**src/rtl/core/b64d_pkg.sv**
```systemverilog
`timescale 1ns / 1ps
// ----------------------------------------------------------------------------
// b64d_pkg: shared types and constants of the strict base64 stream decoder
// Result records, the per-item push bundle and the base64 alphabet mapping.
// ----------------------------------------------------------------------------
package b64d_pkg;

    // Item codes
    localparam logic FUNC_CHAR   = 1'b0;
    localparam logic FUNC_END    = 1'b1;
    localparam logic KIND_DATA   = 1'b0;
    localparam logic KIND_STATUS = 1'b1;

    // Result lanes per item and default depth of the result queue
    localparam int B64D_LANES       = 3;
    localparam int B64D_QUEUE_DEPTH = 16;

    // Alphabet anchors
    localparam logic [7:0] CHAR_UPPER_A = 8'h41;
    localparam logic [7:0] CHAR_UPPER_Z = 8'h5A;
    localparam logic [7:0] CHAR_LOWER_A = 8'h61;
    localparam logic [7:0] CHAR_LOWER_Z = 8'h7A;
    localparam logic [7:0] CHAR_DIGIT_0 = 8'h30;
    localparam logic [7:0] CHAR_DIGIT_9 = 8'h39;
    localparam logic [7:0] CHAR_PLUS    = 8'h2B;
    localparam logic [7:0] CHAR_SLASH   = 8'h2F;
    localparam logic [7:0] CHAR_PAD     = 8'h3D;
    localparam logic [7:0] CHAR_SPACE   = 8'h20;
    localparam logic [7:0] CHAR_TAB     = 8'h09;
    localparam logic [7:0] CHAR_LF      = 8'h0A;
    localparam logic [7:0] CHAR_VT      = 8'h0B;
    localparam logic [7:0] CHAR_FF      = 8'h0C;
    localparam logic [7:0] CHAR_CR      = 8'h0D;

    localparam logic [5:0] SEXTET_LOWER_BASE = 6'd26;
    localparam logic [5:0] SEXTET_DIGIT_BASE = 6'd52;
    localparam logic [5:0] SEXTET_PLUS       = 6'd62;
    localparam logic [5:0] SEXTET_SLASH      = 6'd63;

    typedef struct packed {
        logic       bad;
        logic [5:0] value;
    } b64d_sextet_t;

    typedef struct packed {
        logic       kind;
        logic [7:0] data_byte;
        logic       invalid;
        logic       last;
    } b64d_result_t;

    // Up to three results produced by one item, lane 0 first
    typedef struct packed {
        logic [1:0]                    num;
        b64d_result_t [B64D_LANES-1:0] res;
    } b64d_push_t;

    // Map one character to its sextet; value is zero for a bad character
    function automatic b64d_sextet_t b64d_map(input logic [7:0] c);
        b64d_sextet_t sx;
        sx.bad   = 1'b0;
        sx.value = 6'd0;
        if (c >= CHAR_UPPER_A && c <= CHAR_UPPER_Z) begin
            sx.value = 6'(c - CHAR_UPPER_A);
        end
        else if (c >= CHAR_LOWER_A && c <= CHAR_LOWER_Z) begin
            sx.value = 6'(c - CHAR_LOWER_A) + SEXTET_LOWER_BASE;
        end
        else if (c >= CHAR_DIGIT_0 && c <= CHAR_DIGIT_9) begin
            sx.value = 6'(c - CHAR_DIGIT_0) + SEXTET_DIGIT_BASE;
        end
        else if (c == CHAR_PLUS) begin
            sx.value = SEXTET_PLUS;
        end
        else if (c == CHAR_SLASH) begin
            sx.value = SEXTET_SLASH;
        end
        else begin
            sx.bad = 1'b1;
        end
        return sx;
    endfunction

    function automatic logic b64d_is_space(input logic [7:0] c);
        return (c == CHAR_SPACE) || (c == CHAR_TAB) || (c == CHAR_CR) ||
               (c == CHAR_LF) || (c == CHAR_FF) || (c == CHAR_VT);
    endfunction

endpackage

```
**src/rtl/core/b64d_decode.sv**
```systemverilog
`timescale 1ns / 1ps
// ----------------------------------------------------------------------------
// b64d_decode: input register and group decoder
// Registers each accepted request, then in one pass updates the group state
// and emits up to three results for the result queue.
// ----------------------------------------------------------------------------
module b64d_decode (
    input  logic                   clk,
    input  logic                   rst_n,
    input  logic                   take,
    input  logic                   func,
    input  logic [7:0]             character,
    output b64d_pkg::b64d_push_t   push
);
    import b64d_pkg::*;

    // Input register
    logic        stage_valid_reg;
    logic        stage_func_reg;
    logic [7:0]  stage_char_reg;

    // Group state
    logic [17:0] sextet_buf_reg,  sextet_buf_next;
    logic [1:0]  group_pos_reg,   group_pos_next;
    logic        third_pad_reg,   third_pad_next;
    logic        pad_closed_reg,  pad_closed_next;
    logic        fault_reg,       fault_next;
    logic        any_char_reg,    any_char_next;

    b64d_sextet_t sx;
    logic         is_pad;
    logic         is_space;
    logic [5:0]   first, second, third, fourth;
    logic         fault_v;

    always_ff @(posedge clk or negedge rst_n) begin
        if (!rst_n) begin
            stage_valid_reg <= 1'b0;
        end
        else begin
            stage_valid_reg <= take;
        end
    end

    always_ff @(posedge clk) begin
        if (take) begin
            stage_func_reg <= func;
            stage_char_reg <= character;
        end
    end

    always_ff @(posedge clk or negedge rst_n) begin
        if (!rst_n) begin
            sextet_buf_reg <= '0;
            group_pos_reg  <= '0;
            third_pad_reg  <= 1'b0;
            pad_closed_reg <= 1'b0;
            fault_reg      <= 1'b0;
            any_char_reg   <= 1'b0;
        end
        else begin
            sextet_buf_reg <= sextet_buf_next;
            group_pos_reg  <= group_pos_next;
            third_pad_reg  <= third_pad_next;
            pad_closed_reg <= pad_closed_next;
            fault_reg      <= fault_next;
            any_char_reg   <= any_char_next;
        end
    end

    always_comb begin
        sx       = b64d_map(stage_char_reg);
        is_pad   = (stage_char_reg == CHAR_PAD);
        is_space = b64d_is_space(stage_char_reg);
        first    = sextet_buf_reg[17:12];
        second   = sextet_buf_reg[11:6];
        third    = sextet_buf_reg[5:0];
        fourth   = is_pad ? 6'd0 : sx.value;
        fault_v  = fault_reg | pad_closed_reg;

        sextet_buf_next = sextet_buf_reg;
        group_pos_next  = group_pos_reg;
        third_pad_next  = third_pad_reg;
        pad_closed_next = pad_closed_reg;
        fault_next      = fault_reg;
        any_char_next   = any_char_reg;
        push            = '0;

        if (stage_valid_reg) begin
            if (stage_func_reg == FUNC_END) begin
                // Report status and clear everything for the next text
                push.num              = 2'd1;
                push.res[0].kind      = KIND_STATUS;
                push.res[0].invalid   = fault_reg | ~any_char_reg | (group_pos_reg != 2'd0);
                push.res[0].last      = 1'b1;
                sextet_buf_next = '0;
                group_pos_next  = '0;
                third_pad_next  = 1'b0;
                pad_closed_next = 1'b0;
                fault_next      = 1'b0;
                any_char_next   = 1'b0;
            end
            else if (!is_space) begin
                any_char_next = 1'b1;
                unique case (group_pos_reg)
                    2'd0: begin
                        fault_v         = fault_v | sx.bad;
                        sextet_buf_next = {sx.value, 12'd0};
                        third_pad_next  = 1'b0;
                        group_pos_next  = 2'd1;
                    end
                    2'd1: begin
                        fault_v               = fault_v | sx.bad;
                        sextet_buf_next[11:6] = sx.value;
                        group_pos_next        = 2'd2;
                    end
                    2'd2: begin
                        if (is_pad) begin
                            third_pad_next = 1'b1;
                        end
                        else begin
                            fault_v              = fault_v | sx.bad;
                            sextet_buf_next[5:0] = sx.value;
                        end
                        group_pos_next = 2'd3;
                    end
                    2'd3: begin
                        fault_v = fault_v | (~is_pad & sx.bad)
                                | (third_pad_reg & ~is_pad)
                                | (third_pad_reg & (second[3:0] != 4'd0))
                                | (is_pad & ~third_pad_reg & (third[1:0] != 2'd0));
                        if (!fault_v) begin
                            // A padded third forces a padded fourth, else fault above
                            push.num = third_pad_reg ? 2'd1 : (is_pad ? 2'd2 : 2'd3);
                            push.res[0].data_byte = {first, second[5:4]};
                            push.res[1].data_byte = {second[3:0], third[5:2]};
                            push.res[2].data_byte = {third[1:0], fourth};
                        end
                        pad_closed_next = pad_closed_reg | is_pad;
                        sextet_buf_next = '0;
                        third_pad_next  = 1'b0;
                        group_pos_next  = 2'd0;
                    end
                    default: begin
                        group_pos_next = 2'd0;
                    end
                endcase
                fault_next = fault_v;
            end
        end
    end

`ifndef SYNTH
    a_status_alone: assert property (@(posedge clk) disable iff (!rst_n)
        (stage_valid_reg && stage_func_reg == FUNC_END)
        |-> (push.num == 2'd1 && push.res[0].kind == KIND_STATUS))
        else $error("end request did not yield exactly one status");

    a_state_cleared: assert property (@(posedge clk) disable iff (!rst_n)
        (stage_valid_reg && stage_func_reg == FUNC_END)
        |=> (group_pos_reg == 2'd0 && !fault_reg && !any_char_reg && !pad_closed_reg))
        else $error("state not cleared after end of text");

    a_data_at_group_end: assert property (@(posedge clk) disable iff (!rst_n)
        (push.num != 2'd0 && push.res[0].kind == KIND_DATA)
        |-> (group_pos_reg == 2'd3 && !fault_reg && !pad_closed_reg))
        else $error("data bytes outside a clean group close");
`endif

endmodule

```
**src/rtl/core/b64d_outq.sv**
```systemverilog
`timescale 1ns / 1ps
// ----------------------------------------------------------------------------
// b64d_outq: result queue
// Takes up to three results per cycle, hands out one per cycle when popped.
// ----------------------------------------------------------------------------
module b64d_outq #(
    parameter int DEPTH = b64d_pkg::B64D_QUEUE_DEPTH
) (
    input  logic                   clk,
    input  logic                   rst_n,
    input  b64d_pkg::b64d_push_t   push,
    input  logic                   pop,
    output logic                   not_empty,
    output logic                   near_full,
    output b64d_pkg::b64d_result_t head
);
    import b64d_pkg::*;

    localparam int PTR_W       = $clog2(DEPTH);
    localparam int CNT_W       = $clog2(DEPTH + 1);
    // Room kept for the request in the input register plus one more request
    localparam int STALL_LEVEL = DEPTH - 2 * B64D_LANES;

    b64d_result_t mem [DEPTH];

    logic [PTR_W-1:0] wr_ptr_reg, wr_ptr_next;
    logic [PTR_W-1:0] rd_ptr_reg, rd_ptr_next;
    logic [CNT_W-1:0] count_reg,  count_next;
    logic [PTR_W-1:0] lane_addr [B64D_LANES];

    always_comb begin
        for (int i = 0; i < B64D_LANES; i++) begin
            lane_addr[i] = wr_ptr_reg + PTR_W'(i);
        end
        wr_ptr_next = wr_ptr_reg + PTR_W'(push.num);
        rd_ptr_next = rd_ptr_reg + PTR_W'(pop);
        count_next  = count_reg + CNT_W'(push.num) - CNT_W'(pop);
    end

    always_ff @(posedge clk) begin
        for (int i = 0; i < B64D_LANES; i++) begin
            if (2'(i) < push.num) begin
                mem[lane_addr[i]] <= push.res[i];
            end
        end
    end

    always_ff @(posedge clk or negedge rst_n) begin
        if (!rst_n) begin
            wr_ptr_reg <= '0;
            rd_ptr_reg <= '0;
            count_reg  <= '0;
        end
        else begin
            wr_ptr_reg <= wr_ptr_next;
            rd_ptr_reg <= rd_ptr_next;
            count_reg  <= count_next;
        end
    end

    assign not_empty = (count_reg != '0);
    assign near_full = (count_reg > CNT_W'(STALL_LEVEL));
    assign head      = mem[rd_ptr_reg];

`ifndef SYNTH
    a_no_overflow: assert property (@(posedge clk) disable iff (!rst_n)
        (32'(count_reg) + 32'(push.num)) <= (DEPTH + 32'(pop)))
        else $error("result queue overflow");

    a_count_bound: assert property (@(posedge clk) disable iff (!rst_n)
        32'(count_reg) <= DEPTH)
        else $error("result queue count out of range");

    a_count_track: assert property (@(posedge clk) disable iff (!rst_n)
        pop |=> (count_reg == $past(count_reg) + CNT_W'($past(push.num)) - 1'b1))
        else $error("result queue count lost a pop or push");
`endif

endmodule

```
**src/rtl/core/strict_base64_stream_decoder.sv**
```systemverilog
`timescale 1ns / 1ps
// ----------------------------------------------------------------------------
// strict_base64_stream_decoder: base64 decoder, one char a cycle unless stalled
// Skips ASCII whitespace, decodes standard-alphabet groups of four into
// bytes with strict '=' padding, and closes each text with a status result.
// ----------------------------------------------------------------------------
//  channel | handshake           | payload
//  --------+---------------------+---------------------------------------
//  in      | in_valid / in_stall | func, character
//  out     | out_valid/out_stall | kind, data_byte, invalid, last
//
//  Throughput: one request per cycle while in_stall is low; results leave one
//  per cycle while out_stall is low. Each accepted request passes through the
//  decoder's input register, and its results are then written into the queue.
//  in_stall rises when the result queue holds more than QUEUE_DEPTH - 6
//  results, so a blocked output backs up into the input.
//  Reset (rst_n low, asynchronous) empties the queue and clears group state.
//  A stalled result stays at the head of the queue until it is taken.
// ----------------------------------------------------------------------------
module strict_base64_stream_decoder #(
    // Result queue depth: a power of two, at least 8
    parameter int QUEUE_DEPTH = b64d_pkg::B64D_QUEUE_DEPTH
) (
    input  logic       clk,
    input  logic       rst_n,
    input  logic       in_valid,
    output logic       in_stall,
    input  logic       func,
    input  logic [7:0] character,
    output logic       out_valid,
    input  logic       out_stall,
    output logic       kind,
    output logic [7:0] data_byte,
    output logic       invalid,
    output logic       last
);
    import b64d_pkg::*;

    b64d_push_t   push;
    b64d_result_t head;
    logic         take;
    logic         pop;
    logic         q_not_empty;
    logic         q_near_full;

    // Accept a request whenever the queue has room for two requests' results
    assign in_stall = q_near_full;
    assign take     = in_valid & ~q_near_full;

    b64d_decode u_decode (
        .clk       (clk),
        .rst_n     (rst_n),
        .take      (take),
        .func      (func),
        .character (character),
        .push      (push)
    );

    b64d_outq #(
        .DEPTH (QUEUE_DEPTH)
    ) u_outq (
        .clk       (clk),
        .rst_n     (rst_n),
        .push      (push),
        .pop       (pop),
        .not_empty (q_not_empty),
        .near_full (q_near_full),
        .head      (head)
    );

    // Advance the queue head when the consumer takes a result
    assign out_valid = q_not_empty;
    assign pop       = q_not_empty & ~out_stall;
    assign kind      = head.kind;
    assign data_byte = head.data_byte;
    assign invalid   = head.invalid;
    assign last      = head.last;

endmodule

```
**config.mk**
```make
export PLATFORM = sky130hd
export DESIGN_NAME = strict_base64_stream_decoder
export DESIGN_NICKNAME = d
export VERILOG_FILES = /design/src/rtl/core/b64d_pkg.sv /design/src/rtl/core/b64d_decode.sv /design/src/rtl/core/b64d_outq.sv /design/src/rtl/core/strict_base64_stream_decoder.sv
export SDC_FILE = /design/constraint.sdc
export NUM_CORES = 1
export LEC_CHECK = 0
export BUFFER_PORTS_ARGS = -buffer_cell sky130_fd_sc_hd__buf_2
export CAP_MARGIN = 5
export CORE_ASPECT_RATIO = 1.1
export CORE_UTILIZATION = 27
export DETAILED_ROUTE_END_ITERATION = 7
export GPL_TIMING_DRIVEN = 0
export PLACE_DENSITY_LB_ADDON = 0.12
export SYNTH_ARGS = -nofsm -noshare
export SYNTH_HDL_FRONTEND = slang
export SYNTH_HIERARCHICAL = 1
export SYNTH_SLANG_ARGS = --single-unit
```
**constraint.sdc**
```tcl
create_clock -name clk -period 6.15 [get_ports clk]
set_input_delay 1.5375 -clock clk [delete_from_list [all_inputs] [get_ports clk]]
set_output_delay 1.5375 -clock clk [all_outputs]
set_load 0.05 [all_outputs]
```
==> results of run 1 <==
layer usage:
layer  vias up  wire [um]
met5         -          0
met1      5909      24300
met2       526      25360
met4         0       2892
met3       132       2999
li1       5209          -
how the worst max path moves through the flow:
| stage | slack [ns] | to | start | depth (start not counted) |
|---|---|---|---|---|
| finish | 0.53 | u_outq/mem[1][5] | u_decode/stage_char_reg[0] | 12 |
| floorplan | 1.81 | u_outq/mem[3][0] | u_decode/stage_char_reg[2] | 11 |
| global route | 0.09 | u_outq/mem[1][5] | u_decode/stage_char_reg[0] | 12 |
| CTS | 0.06 | u_outq/mem[8][5] | u_decode/stage_char_reg[2] | 13 |
| global placement | -0.09 | u_outq/mem[11][6] | u_decode/stage_char_reg[2] | 11 |
| detailed placement | -0.07 | u_outq/mem[1][7] | u_decode/stage_char_reg[2] | 11 |
repair_timing:
item                                    CTS  global route
pin swaps                                 0             1
resized for setup                         1             2
buffers inserted                          0             2
endpoints found under the setup margin   22            62
hold buffers                              0             0
Yosys cell counts (6+ instances only):
library cell	count
a21oi_1	58
a221oi_1	6
a32o_1	22
a32oi_1	26
and2_1	18
and3_1	8
buf_2	35
buf_4	11
clkbuf_1	93
dfrtp_1	38
edfxtp_1	185
ha_1	29
inv_1	38
mux2_2	22
mux2i_1	47
mux4_2	53
nand2_1	253
nand2b_1	9
nand3_1	24
nor2_1	63
nor2b_1	9
nor3_1	16
nor4_1	7
o21ai_0	40
o21bai_1	10
o221ai_1	89
o31ai_1	8
or2_2	7
or3_1	7
critical path, delay by kind of cell, from the launching register on:
family	cells	cell delay (ns)
buffers and inverters	3	1.03
AOI/OAI and AO/OA	5	2.45
and+or+nand+nor	3	0.95
adders and majority gates	1	0.31
DFF	1	0.51
report_power, final:
part	internal (mW)	switching, mW	total [mW]
logic	0.770	1.68	2.45
clock network	0.997	0.673	1.67
registers	1.78	0.103	1.89
total	3.55	2.46	6.01
through the flow:
| step | TNS, ns | power [mW] | util, % | hold WS (ns) |
|---|---|---|---|---|
| after global placement | -2.227 | 4.327 | 29.32 | 0.4626 |
| after CTS | 0 | 6.021 | 31.24 | 0.4757 |
| after floorplan | 0 | 3.545 | - | 0.4402 |
| after global routing | 0 | 6.319 | 31.36 | 0.5035 |
| after detailed placement | -1.005 | 4.330 | 29.47 | 0.4628 |
| final | 0 | 6.006 | 31.36 | 0.4717 |
layout make-up:
type,instances,share of cell area [%]
multi-input combinational,929,42.73
sequential,223,40.38
tap,667,5.180
clock buffer,40,4.559
buffer,142,3.891
timing repair buffer,38,1.336
clock inverter,10,1.041
inverter,38,0.8853
logic make-up (layout without fill, tap and decap cells):
logic type	Yosys count	after routing	synth area share [%]
other cells	1	6	0.02662
simple gates	446	446	14.30
xor+xnor	11	11	0.7372
flops	223	223	46.19
fa+ha+maj	31	31	2.860
buf+inv	180	268	5.462
mux	123	123	13.65
compound gates	312	312	16.78
==> results.ini, run 1 <==
[synth]
synth_top_area_share_pct = 39.44
yosysUniqueCellTypes = 75
synthTopCellsByArea = edfxtp_1 39%, mux4_2 8.5%, dfrtp_1 6.8%
synthCells = 1327
syn-cell-area_mm2 = 0.01409
yosys.area.top_type = edfxtp_1
synth.avg_cell_area_um2 = 10.62
ys_ff_latch = 223
yosysWarningCount = 6
synth-edff-count = 185
synth-seq-area-share_pct = 46.19
synth_ff_type = edfxtp_1
async_flop_share_pct = 17.04

[floorplanning]
floorplan.initialDensity_pct = 27.42
io_pins = 26
die_area_mm2 = 0.05309
fp.dieW_um = 219.8
fp-row-count = 87
die_h_um = 241.6
coreArea_mm2 = 0.05138

[placement]
dpl.hpwl_mm = 42.91
pre_cts_ws_ns = -0.06589
globalplace.congestion = 0.9210
placed_cell_area_mm2 = 0.01514
dp.cells = 2031
port-buffer-count = 25

[setup_path]
critPathRequiredTime_ns = 6.34
r2r_start = u_decode/stage_char_reg[0]
critical_path.slowest_cell = o21bai_1
r2r-end = u_outq/mem[1][5]
max_stage_delay_ns = 0.64
start_kind = flop
path_cells = inv_1 -> ha_1 -> nor2b_1 -> o21ai_0 -> a32oi_1 -> a211o_1 -> o21ai_0 -> clkbuf_2 -> nand4_1 -> nor3_1 -> clkbuf_1 -> o21bai_1
cp_max_fo = 11
reg2regPathDepth = 12
ff2ff_setup_slack_ns = 0.53
crit_type = flop to flop
crit_arrival_ns = 5.81
endpoint_kind = flop
cp_common_cell = o21ai_0

[hold_path]
hold_start = u_decode/sextet_buf_reg[15]
hold-path-cell-count = 2
hp-class = flop to flop
holdPathEnd = u_decode/sextet_buf_reg[15]

[sta]
finClkSkew_ns = 0.03889
slew_headroom_pct = 13.83
report.final.slew_viol_count = 0
setup_ws_ns = 0.5291
setup_viol = 0
rsz0062_at_grt = no
min_period_ns = 5.621
fmaxAchievable_ghz = 0.1779
fin_crit_sh_pct = 91.40
tightest_slew_ns = 1.290
hold_viol = 0

[detailed_routing]
vias = 11780
routed_via_density = 5.643
drtIter0Drc = 1146
drt_wl_total_mm = 55.55
drtPass1Iterations = 8
final_antenna_net_count = 0
drc_errors = 2
wl_per_cell_um = 26.62

[clocking]
clock_latency_ns = 0.59
path_clk_slew_ns = 0.06
cts_tree = yes
cts_buffers = 27
cts.htree.levels = 1
cts_buffer_depth = 3
clock_sinks = 223
clk_root_buffer_cell = clkbuf_16

[run_status]
violations = design-rule violations
status = finished with violations

[final_layout]
final_common_cell = nand2_1
multiInputGateArea_mm2 = 0.006884
mostFrequentLayoutCells = 253 x nand2_1, 185 x edfxtp_1, 105 x clkbuf_1
finalNetCount = 1443
final_cells = 2087
stdcell_area_mm2 = 0.01611
num-fill-cells = 5324
drive_gt1_share_pct = 15.77
syn2layout_area_growth_pct = 14.37
n_antenna_cell = 0
seqCellArea_mm2 = 0.006506
largest_register_ffs = 176

[global_route]
met2_usage_pct = 32.60
grt_first_pass_wirelength_mm = 81.15
grtUsageMet3_pct = 2.013
grt_use_met1_pct = 29.02
grt_pass1_vias = 11740
grt_overflow_total = 0
grt-busiest-layer = met2
antenna_found_initial = 0
gr-usage-all-layers_pct = 20.96
grt_max_degree = 39

[power]
p_per_area_mw_per_mm2 = 372.7
irDropWorstVdd_mv = 0.1744
power.static_leakage_nw = 5.799

[run]
cap_violations = 0

No activity file was read; power rests on OpenSTA's default activity.
==> run 2: changes to the inputs <==
- CTS_BUF_LIST: default -> sky130_fd_sc_hd__clkbuf_8
- GPL_ROUTABILITY_DRIVEN: default -> 0
==> results.ini, run 2 (same netlist as run 1, synthesis figures left out) <==
[setup_path]
r2r-end = u_outq/mem[1][5]
r2r_start = u_decode/stage_char_reg[0]
start_kind = flop
reg2regPathDepth = 12
cp_max_fo = 11
ff2ff_setup_slack_ns = 0.40
crit_type = flop to flop
critPathRequiredTime_ns = 6.38
endpoint_kind = flop
crit_arrival_ns = 5.98

[sta]
setup_viol = 0
slew_headroom_pct = 13.03
fmaxAchievable_ghz = 0.1739
report.final.slew_viol_count = 0
hold_viol = 0
setup_ws_ns = 0.3990
whs_ns = 0.4713
tightest_slew_ns = 1.302
fin_crit_sh_pct = 93.51
rsz0062_at_grt = no
finClkSkew_ns = 0.04740
min_period_ns = 5.751

[clocking]
cts_buffers = 43
cts.htree.levels = 2
path_clk_slew_ns = 0.06
cts_tree = yes
hold_buffers = 0
clk_root_buffer_cell = clkbuf_8
cts_buffer_depth = 3
clock_latency_ns = 0.63
clock_sinks = 223

[floorplanning]
fp-row-count = 87
die_area_mm2 = 0.05309
die_h_um = 241.6
fp.dieW_um = 219.8
io_pins = 26
floorplan.initialDensity_pct = 27.42
coreArea_mm2 = 0.05138

[placement]
pre_cts_ws_ns = -0.2069
dp.cells = 2032
placed_cell_area_mm2 = 0.01515
port-buffer-count = 25
dpl.hpwl_mm = 42.73

[hold_path]
hold_start = u_decode/sextet_buf_reg[14]
hp-class = flop to flop
hold-path-cell-count = 2
holdPathEnd = u_decode/sextet_buf_reg[14]

[detailed_routing]
final_antenna_net_count = 0
wl_per_cell_um = 26.50
vias = 11920
routed_via_density = 5.631
drtIter0Drc = 1331
drc_errors = 2
drt_wl_total_mm = 56.10
drtPass1Iterations = 8

[final_layout]
finalNetCount = 1459
stdcell_area_mm2 = 0.01605
mostFrequentLayoutCells = 253 x nand2_1, 185 x edfxtp_1, 93 x clkbuf_1
drive_gt1_share_pct = 17.05
syn2layout_area_growth_pct = 13.94
final_common_cell = nand2_1
final_cells = 2117
largest_register_ffs = 176

[global_route]
gr-usage-all-layers_pct = 21.33
antenna_found_initial = 1
grt_pass1_vias = 11910
grt_overflow_total = 0
grt_max_degree = 39
grt_first_pass_wirelength_mm = 82.17

[power]
p_per_area_mw_per_mm2 = 363.9
power.static_leakage_nw = 5.848
irDropWorstVdd_mv = 0.1369

[run]
cap_violations = 0

[run_status]
violations = design-rule violations
status = finished with violations

==> run 2: cell types whose count changed in the layout (fill, tap and decap cells not counted), sizes merged <==
cell    previous run  this run
clkinv             5        17
bufinv             4         3
clkbuf           134       138
diode              0         1
inv               39        53
==> run 2: routing by layer <==
layer | track usage, % | wire (um) | up-vias
li1 | - | - | 5258
met1 | 28.85 | 23500 | 5915
met2 | 33.73 | 26200 | 624
met3 | 3.195 | 4086 | 124
met4 | 9.026 | 2306 | 0
met5 | 0 | 0 | -
==> run 2: what timing repair did <==
item                                    4_1_cts  5_1_grt
pin swaps                                     1        1
endpoints found under the setup margin       37       81
gates resized for setup                       1        1
buffers inserted                              0        2
==> run 2: layout make-up <==
class	count	area, um2
repair buffers	38	215.2
fillers	5306	35330
clock inverters	35	242.7
diodes	1	2.502
well taps	667	834.6
inverters	38	142.6
flip-flops and latches	223	6506
multi-input cells	929	6874
clock buffers	44	605.6
plain buffers	142	626.9
==> run 2: per-stage QoR <==
stage | TNS [ns] | util [%] | power, mW
finish | 0 | 31.24 | 5.841
global route | 0 | 31.24 | 6.152
global placement | -4.716 | 29.32 | 4.324
CTS | 0 | 31.15 | 5.870
detailed placement | -5.134 | 29.49 | 4.325
floorplan | 0 | - | 3.545
==> run 2: how the worst max path moves through the flow <==
stage                          startpoint  cells after the start           endpoint  slack, ns
2_1_floorplan  u_decode/stage_char_reg[2]                     11   u_outq/mem[3][0]       1.81
3_3_place_gp   u_decode/stage_char_reg[2]                     11  u_outq/mem[11][7]      -0.22
3_5_place_dp   u_decode/stage_char_reg[2]                     11   u_outq/mem[1][6]      -0.21
5_1_grt        u_decode/stage_char_reg[2]                     13   u_outq/mem[0][1]       0.05
4_1_cts        u_decode/stage_char_reg[2]                     13   u_outq/mem[8][8]       0.02
6_report       u_decode/stage_char_reg[0]                     12   u_outq/mem[1][5]       0.40
==> run 2: report_power, final <==
part | leakage, nW | total, mW | switching, mW | internal [mW]
Combinational | 2.94 | 2.45 | 1.68 | 0.769
Clock | 0.493 | 1.51 | 0.706 | 0.802
Sequential | 2.42 | 1.89 | 0.103 | 1.78
==> run 2: worst max-delay path, cell delays in order, from the launching register on <==
cell	delay, ns
edfxtp_1	0.50
inv_1	0.18
ha_1	0.30
nor2b_1	0.16
o21ai_0	0.37
a32oi_1	0.35
a211o_1	0.53
o21ai_0	0.64
clkbuf_2	0.32
nand4_1	0.16
nor3_1	0.63
clkbuf_1	0.56
o21bai_1	0.65
